### src/design/tsr_pkg.sv
`default_nettype none
package tsr_pkg;

   localparam int COORD_BITS = 12;
   localparam int DIFF_BITS  = COORD_BITS + 1;   // vertex deltas, major, minor, step count
   localparam int ERR_BITS   = COORD_BITS + 2;   // error term, holds error + minor
   localparam int X_BITS     = COORD_BITS + 4;   // edge x with room to overshoot
   localparam int ROW_BITS   = COORD_BITS + 1;   // row may pass the bottom vertex by one

   localparam logic OP_LOAD = 1'b0;
   localparam logic OP_NEXT = 1'b1;

   typedef enum logic [1:0] {
      PHASE_IDLE  = 2'd0,
      PHASE_UPPER = 2'd1,
      PHASE_LOWER = 2'd2
   } phase_type;

   typedef struct packed {
      logic                         opcode;
      logic signed [COORD_BITS-1:0] vert_a_x;
      logic signed [COORD_BITS-1:0] vert_a_y;
      logic signed [COORD_BITS-1:0] vert_b_x;
      logic signed [COORD_BITS-1:0] vert_b_y;
      logic signed [COORD_BITS-1:0] vert_c_x;
      logic signed [COORD_BITS-1:0] vert_c_y;
      logic [7:0]                   fill_color;
      logic [7:0]                   fill_brightness;
   } req_type;

   typedef struct packed {
      logic                         span_valid;
      logic signed [COORD_BITS-1:0] span_start;
      logic signed [COORD_BITS-1:0] span_end;
      logic signed [COORD_BITS-1:0] span_row;
      logic [7:0]                   span_color;
      logic [7:0]                   span_brightness;
      logic                         last_span;
   } rsp_type;

   // operands of one error step
   typedef struct packed {
      logic [ERR_BITS-1:0]  error;
      logic [DIFF_BITS-1:0] major;
      logic [DIFF_BITS-1:0] minor;
      logic                 steep;
   } step_op_type;

   // outcome of one error step
   typedef struct packed {
      logic [ERR_BITS-1:0] error;
      logic                nudge;   // steep edge moves one pixel this row
      logic                stop;    // row is done for this edge
   } step_res_type;

   typedef struct packed {
      logic [DIFF_BITS-1:0] major;
      logic [DIFF_BITS-1:0] minor;
      logic [ERR_BITS-1:0]  error;
      logic                 neg;
      logic                 steep;
   } edge_setup_type;

   function automatic edge_setup_type setup_edge(
      input logic signed [COORD_BITS-1:0] x0,
      input logic signed [COORD_BITS-1:0] y0,
      input logic signed [COORD_BITS-1:0] x1,
      input logic signed [COORD_BITS-1:0] y1);
      logic signed [DIFF_BITS-1:0] d;
      logic signed [DIFF_BITS-1:0] h;
      logic [DIFF_BITS-1:0]        ad;
      edge_setup_type              s;
      d  = DIFF_BITS'(x1) - DIFF_BITS'(x0);
      h  = DIFF_BITS'(y1) - DIFF_BITS'(y0);
      ad = d[DIFF_BITS-1] ? DIFF_BITS'(-d) : DIFF_BITS'(d);
      s.neg = d[DIFF_BITS-1];
      if (h > $signed(ad)) begin
         s.major = DIFF_BITS'(h);
         s.minor = ad;
         s.steep = 1'b1;
      end else begin
         s.major = ad;
         s.minor = DIFF_BITS'(h);
         s.steep = 1'b0;
      end
      s.error = ERR_BITS'(s.major >> 1);
      return s;
   endfunction

   function automatic logic signed [COORD_BITS-1:0] sat_coord(
      input logic signed [X_BITS-1:0] v);
      logic signed [X_BITS-1:0] cmax;
      logic signed [X_BITS-1:0] cmin;
      cmax = X_BITS'((1 << (COORD_BITS - 1)) - 1);
      cmin = -cmax - X_BITS'(1);
      if (v > cmax) return cmax[COORD_BITS-1:0];
      if (v < cmin) return cmin[COORD_BITS-1:0];
      return v[COORD_BITS-1:0];
   endfunction

endpackage
`default_nettype wire

### src/design/tsr_edge_unit.sv
`default_nettype none
module tsr_edge_unit
   import tsr_pkg::*;
(
   input  step_op_type  op,
   output step_res_type res
);

   logic [ERR_BITS-1:0] sum;
   logic                wrap;

   // one Bresenham step: add minor, fold back by major once
   always_comb begin
      sum       = op.error + ERR_BITS'(op.minor);
      wrap      = (sum >= ERR_BITS'(op.major));
      res.error = wrap ? sum - ERR_BITS'(op.major) : sum;
      res.nudge = wrap & op.steep;
      res.stop  = wrap | op.steep;
   end

endmodule
`default_nettype wire

### src/design/triangle_span_rasterizer.sv
`default_nettype none
// Triangle span rasterizer.
// req channel: one beat is either a load (opcode 0: three vertices, color,
// brightness) or a next-span request (opcode 1). A load gives no rsp beat;
// each request gives exactly one rsp beat. After the last span of a
// triangle (last_span set), or before any load, a request returns a beat
// with span_valid low and all other fields zero.
// Sequence: a load runs the long-edge and the short-edge setup states before
// req_ready returns (a flat top adds the lower-edge setup state). A span
// request runs the short-edge state, the long-edge state and the finish
// state before rsp_valid; each edge state does one error step per cycle
// through the single shared step unit until that edge is done for the row. A
// span that ends the upper half passes through the lower-edge setup state
// after the beat is posted.
// The block takes one beat at a time: req_ready is high only while the
// sequencer idles and no rsp beat is held. A stalled rsp_ready holds the
// result register and thereby the req side.
// Reset (synchronous) drops any triangle: the fill phase goes idle and the
// edge state clears.
module triangle_span_rasterizer
   import tsr_pkg::*;
(
   input  wire     clock,
   input  wire     reset,
   input  wire     req_valid,
   output logic    req_ready,
   input  req_type req_data,
   output logic    rsp_valid,
   input  wire     rsp_ready,
   output rsp_type rsp_data
);

   typedef enum logic [6:0] {
      S_IDLE        = 7'b0000001,
      S_SETUP_LONG  = 7'b0000010,
      S_SETUP_SHORT = 7'b0000100,
      S_SETUP_LOWER = 7'b0001000,
      S_SHORT       = 7'b0010000,
      S_LONG        = 7'b0100000,
      S_FINISH      = 7'b1000000
   } state_type;

   state_type state_ff, state_in;
   phase_type phase_ff, phase_in;

   // sorted vertices: index 0 top, 1 middle, 2 bottom
   logic signed [COORD_BITS-1:0] vx_ff [3];
   logic signed [COORD_BITS-1:0] vx_in [3];
   logic signed [COORD_BITS-1:0] vy_ff [3];
   logic signed [COORD_BITS-1:0] vy_in [3];

   // edge 0 short, edge 1 long
   logic signed [X_BITS-1:0] x_ff     [2];
   logic signed [X_BITS-1:0] x_in     [2];
   logic [ERR_BITS-1:0]      err_ff   [2];
   logic [ERR_BITS-1:0]      err_in   [2];
   logic [DIFF_BITS-1:0]     major_ff [2];
   logic [DIFF_BITS-1:0]     major_in [2];
   logic [DIFF_BITS-1:0]     minor_ff [2];
   logic [DIFF_BITS-1:0]     minor_in [2];
   logic                     neg_ff   [2];
   logic                     neg_in   [2];
   logic                     steep_ff [2];
   logic                     steep_in [2];
   logic                     nudge_ff [2];
   logic                     nudge_in [2];
   logic signed [X_BITS-1:0] pre_ff   [2];
   logic signed [X_BITS-1:0] pre_in   [2];

   logic signed [ROW_BITS-1:0] row_ff, row_in;
   logic [DIFF_BITS-1:0]       step_ff, step_in;
   logic [7:0]                 color_ff, color_in;
   logic [7:0]                 bright_ff, bright_in;

   logic    rsp_valid_ff, rsp_valid_in;
   rsp_type rsp_ff, rsp_in;

   step_op_type  unit_op;
   step_res_type unit_res;
   logic         sel;

   tsr_edge_unit u_step (
      .op  (unit_op),
      .res (unit_res)
   );

   // the shared step unit serves the short edge, then the long edge
   always_comb begin
      sel           = (state_ff == S_LONG);
      unit_op.error = err_ff[sel];
      unit_op.major = major_ff[sel];
      unit_op.minor = minor_ff[sel];
      unit_op.steep = steep_ff[sel];
   end

   assign req_ready = (state_ff == S_IDLE) && !rsp_valid_ff;
   assign rsp_valid = rsp_valid_ff;
   assign rsp_data  = rsp_ff;

   function automatic logic signed [X_BITS-1:0] unit_x(input logic neg);
      return neg ? -X_BITS'(1) : X_BITS'(1);
   endfunction

   logic signed [COORD_BITS-1:0] sx [3];
   logic signed [COORD_BITS-1:0] sy [3];
   logic signed [COORD_BITS-1:0] tmp;
   edge_setup_type               es;
   logic signed [X_BITS-1:0]     lo, hi, ex0, ex1;
   logic signed [ROW_BITS-1:0]   row_next;
   logic [DIFF_BITS-1:0]         step_next;
   logic                         last;

   always_comb begin
      state_in     = state_ff;
      phase_in     = phase_ff;
      vx_in        = vx_ff;
      vy_in        = vy_ff;
      x_in         = x_ff;
      err_in       = err_ff;
      major_in     = major_ff;
      minor_in     = minor_ff;
      neg_in       = neg_ff;
      steep_in     = steep_ff;
      nudge_in     = nudge_ff;
      pre_in       = pre_ff;
      row_in       = row_ff;
      step_in      = step_ff;
      color_in     = color_ff;
      bright_in    = bright_ff;
      rsp_valid_in = rsp_valid_ff && !rsp_ready;
      rsp_in       = rsp_ff;
      sx[0] = req_data.vert_a_x; sy[0] = req_data.vert_a_y;
      sx[1] = req_data.vert_b_x; sy[1] = req_data.vert_b_y;
      sx[2] = req_data.vert_c_x; sy[2] = req_data.vert_c_y;
      tmp       = '0;
      es        = '0;
      lo        = '0;
      hi        = '0;
      ex0       = '0;
      ex1       = '0;
      row_next  = row_ff + ROW_BITS'(1);
      step_next = step_ff + DIFF_BITS'(1);
      last      = 1'b0;

      case (state_ff)
         S_IDLE: begin
            if (req_valid && req_ready) begin
               if (req_data.opcode == OP_LOAD) begin
                  // sort by y: swap a/b, a/c, b/c on strictly greater
                  if (sy[0] > sy[1]) begin
                     tmp = sx[0]; sx[0] = sx[1]; sx[1] = tmp;
                     tmp = sy[0]; sy[0] = sy[1]; sy[1] = tmp;
                  end
                  if (sy[0] > sy[2]) begin
                     tmp = sx[0]; sx[0] = sx[2]; sx[2] = tmp;
                     tmp = sy[0]; sy[0] = sy[2]; sy[2] = tmp;
                  end
                  if (sy[1] > sy[2]) begin
                     tmp = sx[1]; sx[1] = sx[2]; sx[2] = tmp;
                     tmp = sy[1]; sy[1] = sy[2]; sy[2] = tmp;
                  end
                  vx_in     = sx;
                  vy_in     = sy;
                  color_in  = req_data.fill_color;
                  bright_in = req_data.fill_brightness;
                  phase_in  = PHASE_IDLE;
                  state_in  = S_SETUP_LONG;
               end else if (phase_ff == PHASE_IDLE) begin
                  rsp_in       = '0;
                  rsp_valid_in = 1'b1;
               end else begin
                  pre_in   = x_ff;
                  nudge_in = '{1'b0, 1'b0};
                  state_in = S_SHORT;
               end
            end
         end
         S_SETUP_LONG: begin
            es          = setup_edge(vx_ff[0], vy_ff[0], vx_ff[2], vy_ff[2]);
            major_in[1] = es.major;
            minor_in[1] = es.minor;
            err_in[1]   = es.error;
            neg_in[1]   = es.neg;
            steep_in[1] = es.steep;
            x_in[0]     = X_BITS'(vx_ff[0]);
            x_in[1]     = X_BITS'(vx_ff[0]);
            row_in      = ROW_BITS'(vy_ff[0]);
            state_in    = S_SETUP_SHORT;
         end
         S_SETUP_SHORT: begin
            if (vy_ff[0] == vy_ff[1]) begin
               // flat top: skip the upper half
               state_in = S_SETUP_LOWER;
            end else begin
               es          = setup_edge(vx_ff[0], vy_ff[0], vx_ff[1], vy_ff[1]);
               major_in[0] = es.major;
               minor_in[0] = es.minor;
               err_in[0]   = es.error;
               neg_in[0]   = es.neg;
               steep_in[0] = es.steep;
               step_in     = '0;
               phase_in    = PHASE_UPPER;
               state_in    = S_IDLE;
            end
         end
         S_SETUP_LOWER: begin
            es          = setup_edge(vx_ff[1], vy_ff[1], vx_ff[2], vy_ff[2]);
            major_in[0] = es.major;
            minor_in[0] = es.minor;
            err_in[0]   = es.error;
            neg_in[0]   = es.neg;
            steep_in[0] = es.steep;
            x_in[0]     = X_BITS'(vx_ff[1]);
            step_in     = '0;
            phase_in    = PHASE_LOWER;
            state_in    = S_IDLE;
         end
         S_SHORT: begin
            if (step_ff < major_ff[0]) begin
               err_in[0] = unit_res.error;
               if (unit_res.nudge) nudge_in[0] = 1'b1;
               // upper half counts the step before it, lower half after a move
               if (phase_ff == PHASE_UPPER) step_in = step_next;
               if (unit_res.stop) begin
                  state_in = S_LONG;
               end else begin
                  x_in[0] = x_ff[0] + unit_x(neg_ff[0]);
                  if (phase_ff == PHASE_LOWER) step_in = step_next;
               end
            end else begin
               state_in = S_LONG;
            end
         end
         S_LONG: begin
            // lower half stops the long edge at the bottom vertex
            if (phase_ff == PHASE_LOWER && x_ff[1] == X_BITS'(vx_ff[2])) begin
               state_in = S_FINISH;
            end else begin
               err_in[1] = unit_res.error;
               if (unit_res.nudge) nudge_in[1] = 1'b1;
               if (unit_res.stop) state_in = S_FINISH;
               else x_in[1] = x_ff[1] + unit_x(neg_ff[1]);
            end
         end
         S_FINISH: begin
            lo = (pre_ff[0] < pre_ff[1]) ? pre_ff[0] : pre_ff[1];
            hi = (pre_ff[0] < pre_ff[1]) ? pre_ff[1] : pre_ff[0];
            if (lo > x_ff[0]) lo = x_ff[0];
            if (lo > x_ff[1]) lo = x_ff[1];
            if (hi < x_ff[0]) hi = x_ff[0];
            if (hi < x_ff[1]) hi = x_ff[1];
            ex0 = (!steep_ff[0] || nudge_ff[0]) ? x_ff[0] + unit_x(neg_ff[0]) : x_ff[0];
            ex1 = (!steep_ff[1] || nudge_ff[1]) ? x_ff[1] + unit_x(neg_ff[1]) : x_ff[1];
            x_in[0]  = ex0;
            x_in[1]  = ex1;
            row_in   = row_next;
            state_in = S_IDLE;
            if (phase_ff == PHASE_UPPER) begin
               if (row_next == ROW_BITS'(vy_ff[1]) || step_ff >= major_ff[0])
                  state_in = S_SETUP_LOWER;
            end else if (row_next > ROW_BITS'(vy_ff[2])) begin
               last = 1'b1;
            end else begin
               step_in = step_next;
               if (step_next > major_ff[0]) last = 1'b1;
            end
            if (last) phase_in = PHASE_IDLE;
            rsp_in.span_valid      = 1'b1;
            rsp_in.span_start      = sat_coord(lo);
            rsp_in.span_end        = sat_coord(hi);
            rsp_in.span_row        = sat_coord(X_BITS'(row_ff));
            rsp_in.span_color      = color_ff;
            rsp_in.span_brightness = bright_ff;
            rsp_in.last_span       = last;
            rsp_valid_in           = 1'b1;
         end
         default: begin
            state_in = S_IDLE;
         end
      endcase
   end

   always_ff @(posedge clock) begin
      if (reset) begin
         state_ff     <= S_IDLE;
         phase_ff     <= PHASE_IDLE;
         rsp_valid_ff <= 1'b0;
         vx_ff        <= '{default: '0};
         vy_ff        <= '{default: '0};
         x_ff         <= '{default: '0};
         err_ff       <= '{default: '0};
         major_ff     <= '{default: '0};
         minor_ff     <= '{default: '0};
         neg_ff       <= '{default: 1'b0};
         steep_ff     <= '{default: 1'b0};
         row_ff       <= '0;
         step_ff      <= '0;
         color_ff     <= '0;
         bright_ff    <= '0;
      end else begin
         state_ff     <= state_in;
         phase_ff     <= phase_in;
         rsp_valid_ff <= rsp_valid_in;
         vx_ff        <= vx_in;
         vy_ff        <= vy_in;
         x_ff         <= x_in;
         err_ff       <= err_in;
         major_ff     <= major_in;
         minor_ff     <= minor_in;
         neg_ff       <= neg_in;
         steep_ff     <= steep_in;
         row_ff       <= row_in;
         step_ff      <= step_in;
         color_ff     <= color_in;
         bright_ff    <= bright_in;
      end
   end

   // payload registers: no reset
   always_ff @(posedge clock) begin
      nudge_ff <= nudge_in;
      pre_ff   <= pre_in;
      rsp_ff   <= rsp_in;
   end

   // an idle-phase request answers at once with an empty beat
   a_empty_beat: assert property (@(posedge clock) disable iff (reset)
      (req_valid && req_ready && req_data.opcode == OP_NEXT && phase_ff == PHASE_IDLE)
      |=> (rsp_valid && !rsp_data.span_valid))
      else $error("idle request did not return an empty beat");

   // edge stepping never runs while a result is held
   a_no_step_while_held: assert property (@(posedge clock) disable iff (reset)
      (state_ff == S_SHORT || state_ff == S_LONG) |-> !rsp_valid_ff)
      else $error("edge stepping with a result pending");

   // the short edge step count stays within its major length
   a_step_bound: assert property (@(posedge clock) disable iff (reset)
      (state_ff == S_SHORT) |-> (step_ff <= major_ff[0]))
      else $error("short edge step count beyond major length");

   // a span beat is posted only out of the finish step
   a_span_source: assert property (@(posedge clock) disable iff (reset)
      ($rose(rsp_valid_ff) && rsp_ff.span_valid) |-> ($past(state_ff) == S_FINISH))
      else $error("span beat posted outside the finish step");

endmodule
`default_nettype wire

### config.mk
export PLATFORM = sky130hd
export DESIGN_NAME = triangle_span_rasterizer
export DESIGN_NICKNAME = d
export VERILOG_FILES = /design/src/design/tsr_pkg.sv /design/src/design/tsr_edge_unit.sv /design/src/design/triangle_span_rasterizer.sv
export SDC_FILE = /design/constraint.sdc
export NUM_CORES = 2
export LEC_CHECK = 0
export BUFFER_PORTS_ARGS = -buffer_cell sky130_fd_sc_hd__buf_2
export CAP_MARGIN = 20
export CORE_ASPECT_RATIO = 1.75
export CORE_MARGIN = 2
export CORE_UTILIZATION = 40
export DETAILED_ROUTE_END_ITERATION = 8
export GPL_TIMING_DRIVEN = 0
export SYNTH_ARGS = -nofsm -noshare
export SYNTH_HDL_FRONTEND = slang
export SYNTH_SLANG_ARGS = --single-unit
### constraint.sdc
create_clock -name clock -period 9 [get_ports clock]
set_clock_uncertainty 0.15 [all_clocks]
set_input_delay 0.9 -clock clock [delete_from_list [all_inputs] [get_ports clock]]
set_output_delay 0.9 -clock clock [all_outputs]
set_load 0.01 [all_outputs]
# Word-level counts from Yosys, hierarchy flattened
# Index checks and enable logic that the tools add are counted.
[op_classes]
bitwise_logic = 5
n_div = 0
n_eq_ne = 32
shift = 0
multipliers = 0
n_addsub = 15
muxes = 141
reduce_logical = 36
n_lt_le_gt_ge = 23
[ops]
columns = ["operator", "n"]
rows = [
  ["$mux 16", 18],
  ["$mux 13", 18],
  ["$mux 12", 19],
  ["$mux 24", 7],
  ["$mux 54", 3],
  ["$pmux 54 s2", 1],
  ["$mux 14", 7],
  ["$mux 26", 3],
  ["$pmux 13 s2", 3],
  ["$sub 12x12->13", 6],
  ["$pmux 16 s4", 1],
  ["$gt 13x13->1", 4],
  ["$pmux 13 s4", 1],
  ["$mux 7", 7],
  ["$lt 16x16->1", 3],
  ["$pmux 16 s3", 1],
  ["$pmux 14 s3", 1],
  ["$pmux 7 s6", 1],
  ["$neg 13->13", 3],
  ["$gt 12x12->1", 3],
  ["$mux 1", 33],
  ["$add 16x16->16", 2],
  ["$gt 16x12->1 const B", 2],
  ["$gt 16x16->1", 2],
  ["other kinds (50)", 103],
]
[totals]
word_cells = 288
output_inout_bits = 56
latchBits = 0
ram_bits = 0
rom_bits = 0
n_memories = 0
regBits = 328

# Depth between registers and ports, before layout
[depth]
ltp_word = 16
depth_mapped = 34
mapped_depth_nobuf = 29

# By module
# From an unflattened synthesis, not the netlist that was laid out.
[hier_totals]
cells_unflattened = 3574
hier_area_um2 = 28292.1
[modules_own_cells]
columns = ["module", "area_per_inst_um2", "n_inst", "seq_area_each_um2", "cells_per_inst"]
rows = [
  ["triangle_span_rasterizer", 26808.2, 1, 7447.1, 3377],
  ["tsr_edge_unit", 1483.9, 1, 0.0, 197],
]

# Least setup slack after synthesis
# No wires, ideal clock.
[synth_timing]
path_type = "input-to-reg"
startpoint = "input req_data[41] in the netlist's numbering"
endpoint = "register vy_ff[10] in the netlist's numbering"
path_slack_ps = 2099
required_ps = 8717
n_path_buf = 4
stages = 32
arrival_ps = 6618
setup_ps = 133
cell_sequence = "inv_1 > ha_1 > nor2b_1 > o21a_1 > o21a_1 > o211ai_1 > a21oi_1 > nor2_1 > clkbuf_1 > mux2i_1 > inv_1 > ha_1 > nand4_1 > o311ai_0 > o21ai_0 > o21ai_1 > clkbuf_1 > nand2_1 > o21ai_0 > ha_1 > nor2b_1 > o21a_1 > o21a_1 > o211ai_1 > a21o_1 > a41oi_1 > inv_1 > buf_1 > clkbuf_1 > nor2_1 > a21oi_1 > a21oi_1"
[synth_between]
elab_chain_len = 12
[synth_lines]
columns = ["element", "line", "text"]
rows = [
  ["from (decl)", "triangle_span_rasterizer.sv:27", "input req_type req_data,"],
  ["$gt 12x12->1", "triangle_span_rasterizer.sv:150", "if (sy[0] > sy[1]) begin"],
  ["$mux 24 *", "triangle_span_rasterizer.sv:150", ""],
  ["$mux 24 *", "triangle_span_rasterizer.sv:148", "if (req_data.opcode == OP_LOAD) begin"],
  ["$mux 24 *", "triangle_span_rasterizer.sv:147", "if (req_valid && req_ready) begin"],
  ["$mux 24 *", "triangle_span_rasterizer.sv:145", "case (state_ff)"],
  ["$gt 12x12->1", "triangle_span_rasterizer.sv:154", "if (sy[0] > sy[2]) begin"],
  ["$mux 12", "triangle_span_rasterizer.sv:154", ""],
  ["$mux 12", "triangle_span_rasterizer.sv:148", ""],
  ["$mux 12", "triangle_span_rasterizer.sv:147", ""],
  ["$mux 12", "triangle_span_rasterizer.sv:145", ""],
  ["$gt 12x12->1", "triangle_span_rasterizer.sv:158", "if (sy[1] > sy[2]) begin"],
  ["$mux 24 *", "triangle_span_rasterizer.sv:158", ""],
  ["to (signal assigned)", "triangle_span_rasterizer.sv:305", "vy_ff <= vy_in;"],
  ["to (decl)", "triangle_span_rasterizer.sv:49", "logic signed [COORD_BITS-1:0] vy_ff [3];"],
]
# Every way passes the cells marked *; elsewhere a longest branch is shown, timed or not. The select of a mux whose other input is x is not followed.
# A chain may end at the register's enable or synchronous reset.

# Worst setup path in the final report
[layout_timing]
startpoint = "register pre_ff[7] in the netlist's numbering"
endpoint = "register rsp_ff, in the netlist rsp_data[41] (data pin)"
[layout_between]
elab_chain_len = 15
elab_cells_between_ends = 19
classes_between = "order compare: 5; mux: 14"
[layout_lines]
columns = ["element", "line", "text"]
rows = [
  ["from (decl)", "triangle_span_rasterizer.sv:67", "logic signed [X_BITS-1:0] pre_ff [2];"],
  ["from (signal assigned)", "triangle_span_rasterizer.sv:322", "pre_ff <= pre_in;"],
  ["$lt 16x16->1", "triangle_span_rasterizer.sv:246", "lo = (pre_ff[0] < pre_ff[1]) ? pre_ff[0] : pre_ff[1];"],
  ["$mux 16 *", "triangle_span_rasterizer.sv:246", ""],
  ["$gt 16x16->1", "triangle_span_rasterizer.sv:248", "if (lo > x_ff[0]) lo = x_ff[0];"],
  ["$mux 16 *", "triangle_span_rasterizer.sv:248", ""],
  ["$mux 16 *", "triangle_span_rasterizer.sv:145", ""],
  ["$gt 16x16->1", "triangle_span_rasterizer.sv:249", "if (lo > x_ff[1]) lo = x_ff[1];"],
  ["$mux 16 *", "triangle_span_rasterizer.sv:249", ""],
  ["$mux 16 *", "triangle_span_rasterizer.sv:145", ""],
  ["$lt 16x12->1", "tsr_pkg.sv:97", "if (v < cmin) return cmin[COORD_BITS-1:0];"],
  ["$mux 1 (2 in series)", "tsr_pkg.sv:97", ""],
  ["$mux 1", "triangle_span_rasterizer.sv:145", ""],
  ["$mux 12", "tsr_pkg.sv:98", "return v[COORD_BITS-1:0];"],
  ["$mux 12 *", "tsr_pkg.sv:97", ""],
  ["$pmux 54 s2 *", "triangle_span_rasterizer.sv:145", ""],
  ["to (signal assigned)", "triangle_span_rasterizer.sv:323", "rsp_ff <= rsp_in;"],
  ["to (decl)", "triangle_span_rasterizer.sv:76", "rsp_type rsp_ff, rsp_in;"],
]
# Marked as above.

==> reports/qor.yml <==
placement:
  pre_cts_slack_ns: -1.073
  port_buffers: 148
  gp_congestion: 1.008
  dpl.hpwl_mm: 94.01
setup_path:
  crit_path_end: "rsp_data[41]$_SDFFCE_PN0P_"
  r2r_cells: 30
  cp_max_fo: 10
  cp.required_ns: 9.18
  slowest_stage: "o41a_1"
  path_class: "register to register"
  rrSetupSlack_ns: 0.48
  arrival_ns: 8.70
  critical_path.most_common_cell: "ha_1"
  cp_slowest_stage_delay_ns: 0.48
  cp-start-kind: "register"
  cp-startpoint: "pre_ff[7]$_DFFE_PP_"
  r2r-start: "pre_ff[7]$_DFFE_PP_"
  worstReg2RegEnd: "rsp_data[41]$_SDFFCE_PN0P_"
  setup.worst_path.end_class: "register"
outcome:
  outcome: "completed"
timing:
  timing.final.crit_period_ns: 8.518
  hold_violations: 0
  layout_setup_ws_ns: 0.4823
  slew_headroom_pct: 17.62
  period_share_pct: 94.64
  drv_slew: 0
  rsz0062_at_grt: "yes"
  clock.fmax_mhz: 117.4
  worst_pin_slew_ns: 1.236
  fin_tns_setup_ns: 0
  setup_viol: 0
synth:
  ys_ff_latch: 328
  synth_area_sq_um: 28370
  syn_nets: 3987
  ys_seq_area_share_pct: 26.25
  synth_cell_types: 90
  synthFlopType: "dfxtp_1"
  synth-warning-count: 0
  synth.largest_area_cell: "dfxtp_1"
  synth_edf_count: 88
  synth.top_cell.area_share_pct: 16.93
  yosys-top-cells-area: "dfxtp_1 17%, ha_1 14%, edfxtp_1 9.3%"
  syn_avg_cell_area_sq_um: 7.965
  ys_async_sr_fraction_pct: 0
  syn_inst: 3562
clock_tree:
  cts_tree: "yes"
  clk_latency_ns: 0.61
  cts_sinks: 328
  clock_path_buffers: 3
  numCtsBuffers: 36
  htree_levels: 2
  root_buffer: "clkbuf_16"
  path_clk_slew_ns: 0.07
pwr:
  powerDensity_nw_per_um2: 328.8
  peakVddDrop_mv: 0.3054
  leakagePower_nw: 13.08
drt:
  drt_iter0_drc: 1891
  ant_nets: 0
  first_pass_iters: 5
  avgRoutedWirePerCell_microns: 24.36
  num_vias: 27950
  drt_wl_total_mm: 114.5
  avgViaCountPerCell: 5.946
  drc: 0
die:
  die_h_microns: 356.3
  fp.dieW_microns: 205.3
  dieArea_sq_um: 73160
  core_area_sq_um: 70530
  io_pins: 149
  initial_utilization_pct: 40.22
  rows: 129
grt:
  grt.total_usage_pct: 31.01
  grt_overflow: 0
  grt_first_pass_wirelength_mm: 168.4
  grt_max_degree: 24
  grt_pass1_vias: 27930
  antenna_found_initial: 0
final_layout:
  mostFrequentLayoutCells: "398 x nand2_1, 322 x ha_1, 317 x nor2_1, 263 x inv_1, 251 x a21oi_1"
  drive_gt1_share_pct: 8.615
  final_common_cell: "nand2_1"
  final_nets: 4182
  area_growth_pct: 11.72
  diodes: 0
  fill_cells: 7205
run:
  maxCapViolCount: 0
min_path:
  min-delay-start: "x_ff[15]$_SDFFE_PP0P_"
  hold_path.class: "register to register"
[routing by layer]
layer	GRT usage, %	up-vias	part of all wire, %
met4	28.86	0	11
met1	29.81	13150	34
met2	56.91	985	50
li1	-	13400	-
met5	0	-	0
met3	3.571	420	4.2
[cells in the mapped netlist (all sizes together), types with 11 or more instances]
cell type,n
buf,26
o41ai,12
o21a,45
xnor2,96
o221ai,27
a221oi,24
a31oi,29
or4,16
o31ai,22
mux2i,108
o2111ai,14
ha,322
nand4,47
mux2,45
a211oi,129
o21ai,235
o211ai,32
xor2,71
nor2,319
nor4,21
or3,14
clkbuf,131
nand2,399
nor3,81
and2,41
a21o,51
a21oi,252
a2111oi,15
a221o,12
and3,27
nand3b,11
nand2b,32
dfxtp,240
edfxtp,88
nor2b,37
or2,13
nand3,65
inv,263
[area by class of cell]
| class | instances | area, sq um | area share (%) |
|---|---|---|---|
| clock inverters | 19 | 182.7 | 0.5763 |
| clock buffers | 46 | 1035 | 3.265 |
| inverters | 263 | 987.2 | 3.115 |
| multi-input cells | 2814 | 19400 | 61.20 |
| plain buffers | 157 | 638.1 | 2.013 |
| repair buffers | 157 | 859.6 | 2.712 |
| flip-flops and latches | 328 | 7447 | 23.50 |
| well taps | 917 | 1147 | 3.620 |
[timing repair]
item | in CTS | in global routing
hold buffers | 0 | 0
setup endpoints to repair | 12 | 22
endpoints found under the hold margin | 0 | 0
setup buffers | 0 | 0
gates resized for setup | 9 | 15
[power breakdown]
part	leakage (nW)	switching, mW	internal [mW]
sequential	2.76	0.165	1.62
clock	0.611	0.710	0.884
combinational	9.71	4.69	2.35
[state kept, by name (all words and copies together), names as in the netlist, 26 cells and up]
register,flops
err_ff,28
major_ff,26
pre_ff,32
rsp_data,54
vx_ff,36
x_ff,32
vy_ff,36
minor_ff,26
[worst min path at each step]
stage	to	depth (start not counted)	slack, ns
after detailed placement	pre_ff[15]$_DFFE_PP_	0	0.27
after global routing	pre_ff[15]$_DFFE_PP_	0	0.30
after global placement	pre_ff[15]$_DFFE_PP_	0	0.28
after CTS	pre_ff[15]$_DFFE_PP_	0	0.29
final	pre_ff[15]$_DFFE_PP_	0	0.29
after floorplan	pre_ff[15]$_DFFE_PP_	0	0.26
[critical path, delay by kind of cell (launching register included)]
family | cells | cell delay [ns]
AO/OA/AOI/OAI | 12 | 3.26
adder cells (fa/ha/maj) | 3 | 0.88
buffers and inverters | 4 | 0.92
AND/OR/NAND/NOR | 9 | 1.89
multiplexers | 2 | 0.76
flip-flops | 1 | 0.37
[per-stage QoR]
step	power [mW]	std cells	hold WS [ns]	cell area, sq um	util [%]
after floorplan	6.457	3562	0.2564	28370	-
after global placement	8.601	4627	0.2752	30260	42.90
after detailed placement	8.631	4636	0.2732	30400	43.11
after CTS	10.26	4701	0.2895	31650	44.87
after global routing	11.07	4701	0.3045	31700	44.94
final	10.42	4701	0.2943	31700	44.94
[cells by family (layout without fill, tap and decap cells)]
family                   after synthesis  count (layout)  share of synthesized area [%]
AND/OR/NAND/NOR                     1148            1148                          18.73
AO/OA/AOI/OAI                       1014            1014                          23.65
buffers and inverters                420             642                          5.689
adder cells (fa/ha/maj)              332             332                          14.91
flip-flops                           328             328                          26.25
XOR/XNOR                             167             167                          5.155
multiplexers                         153             153                          5.623
No activity file was read; power rests on OpenSTA's default activity.
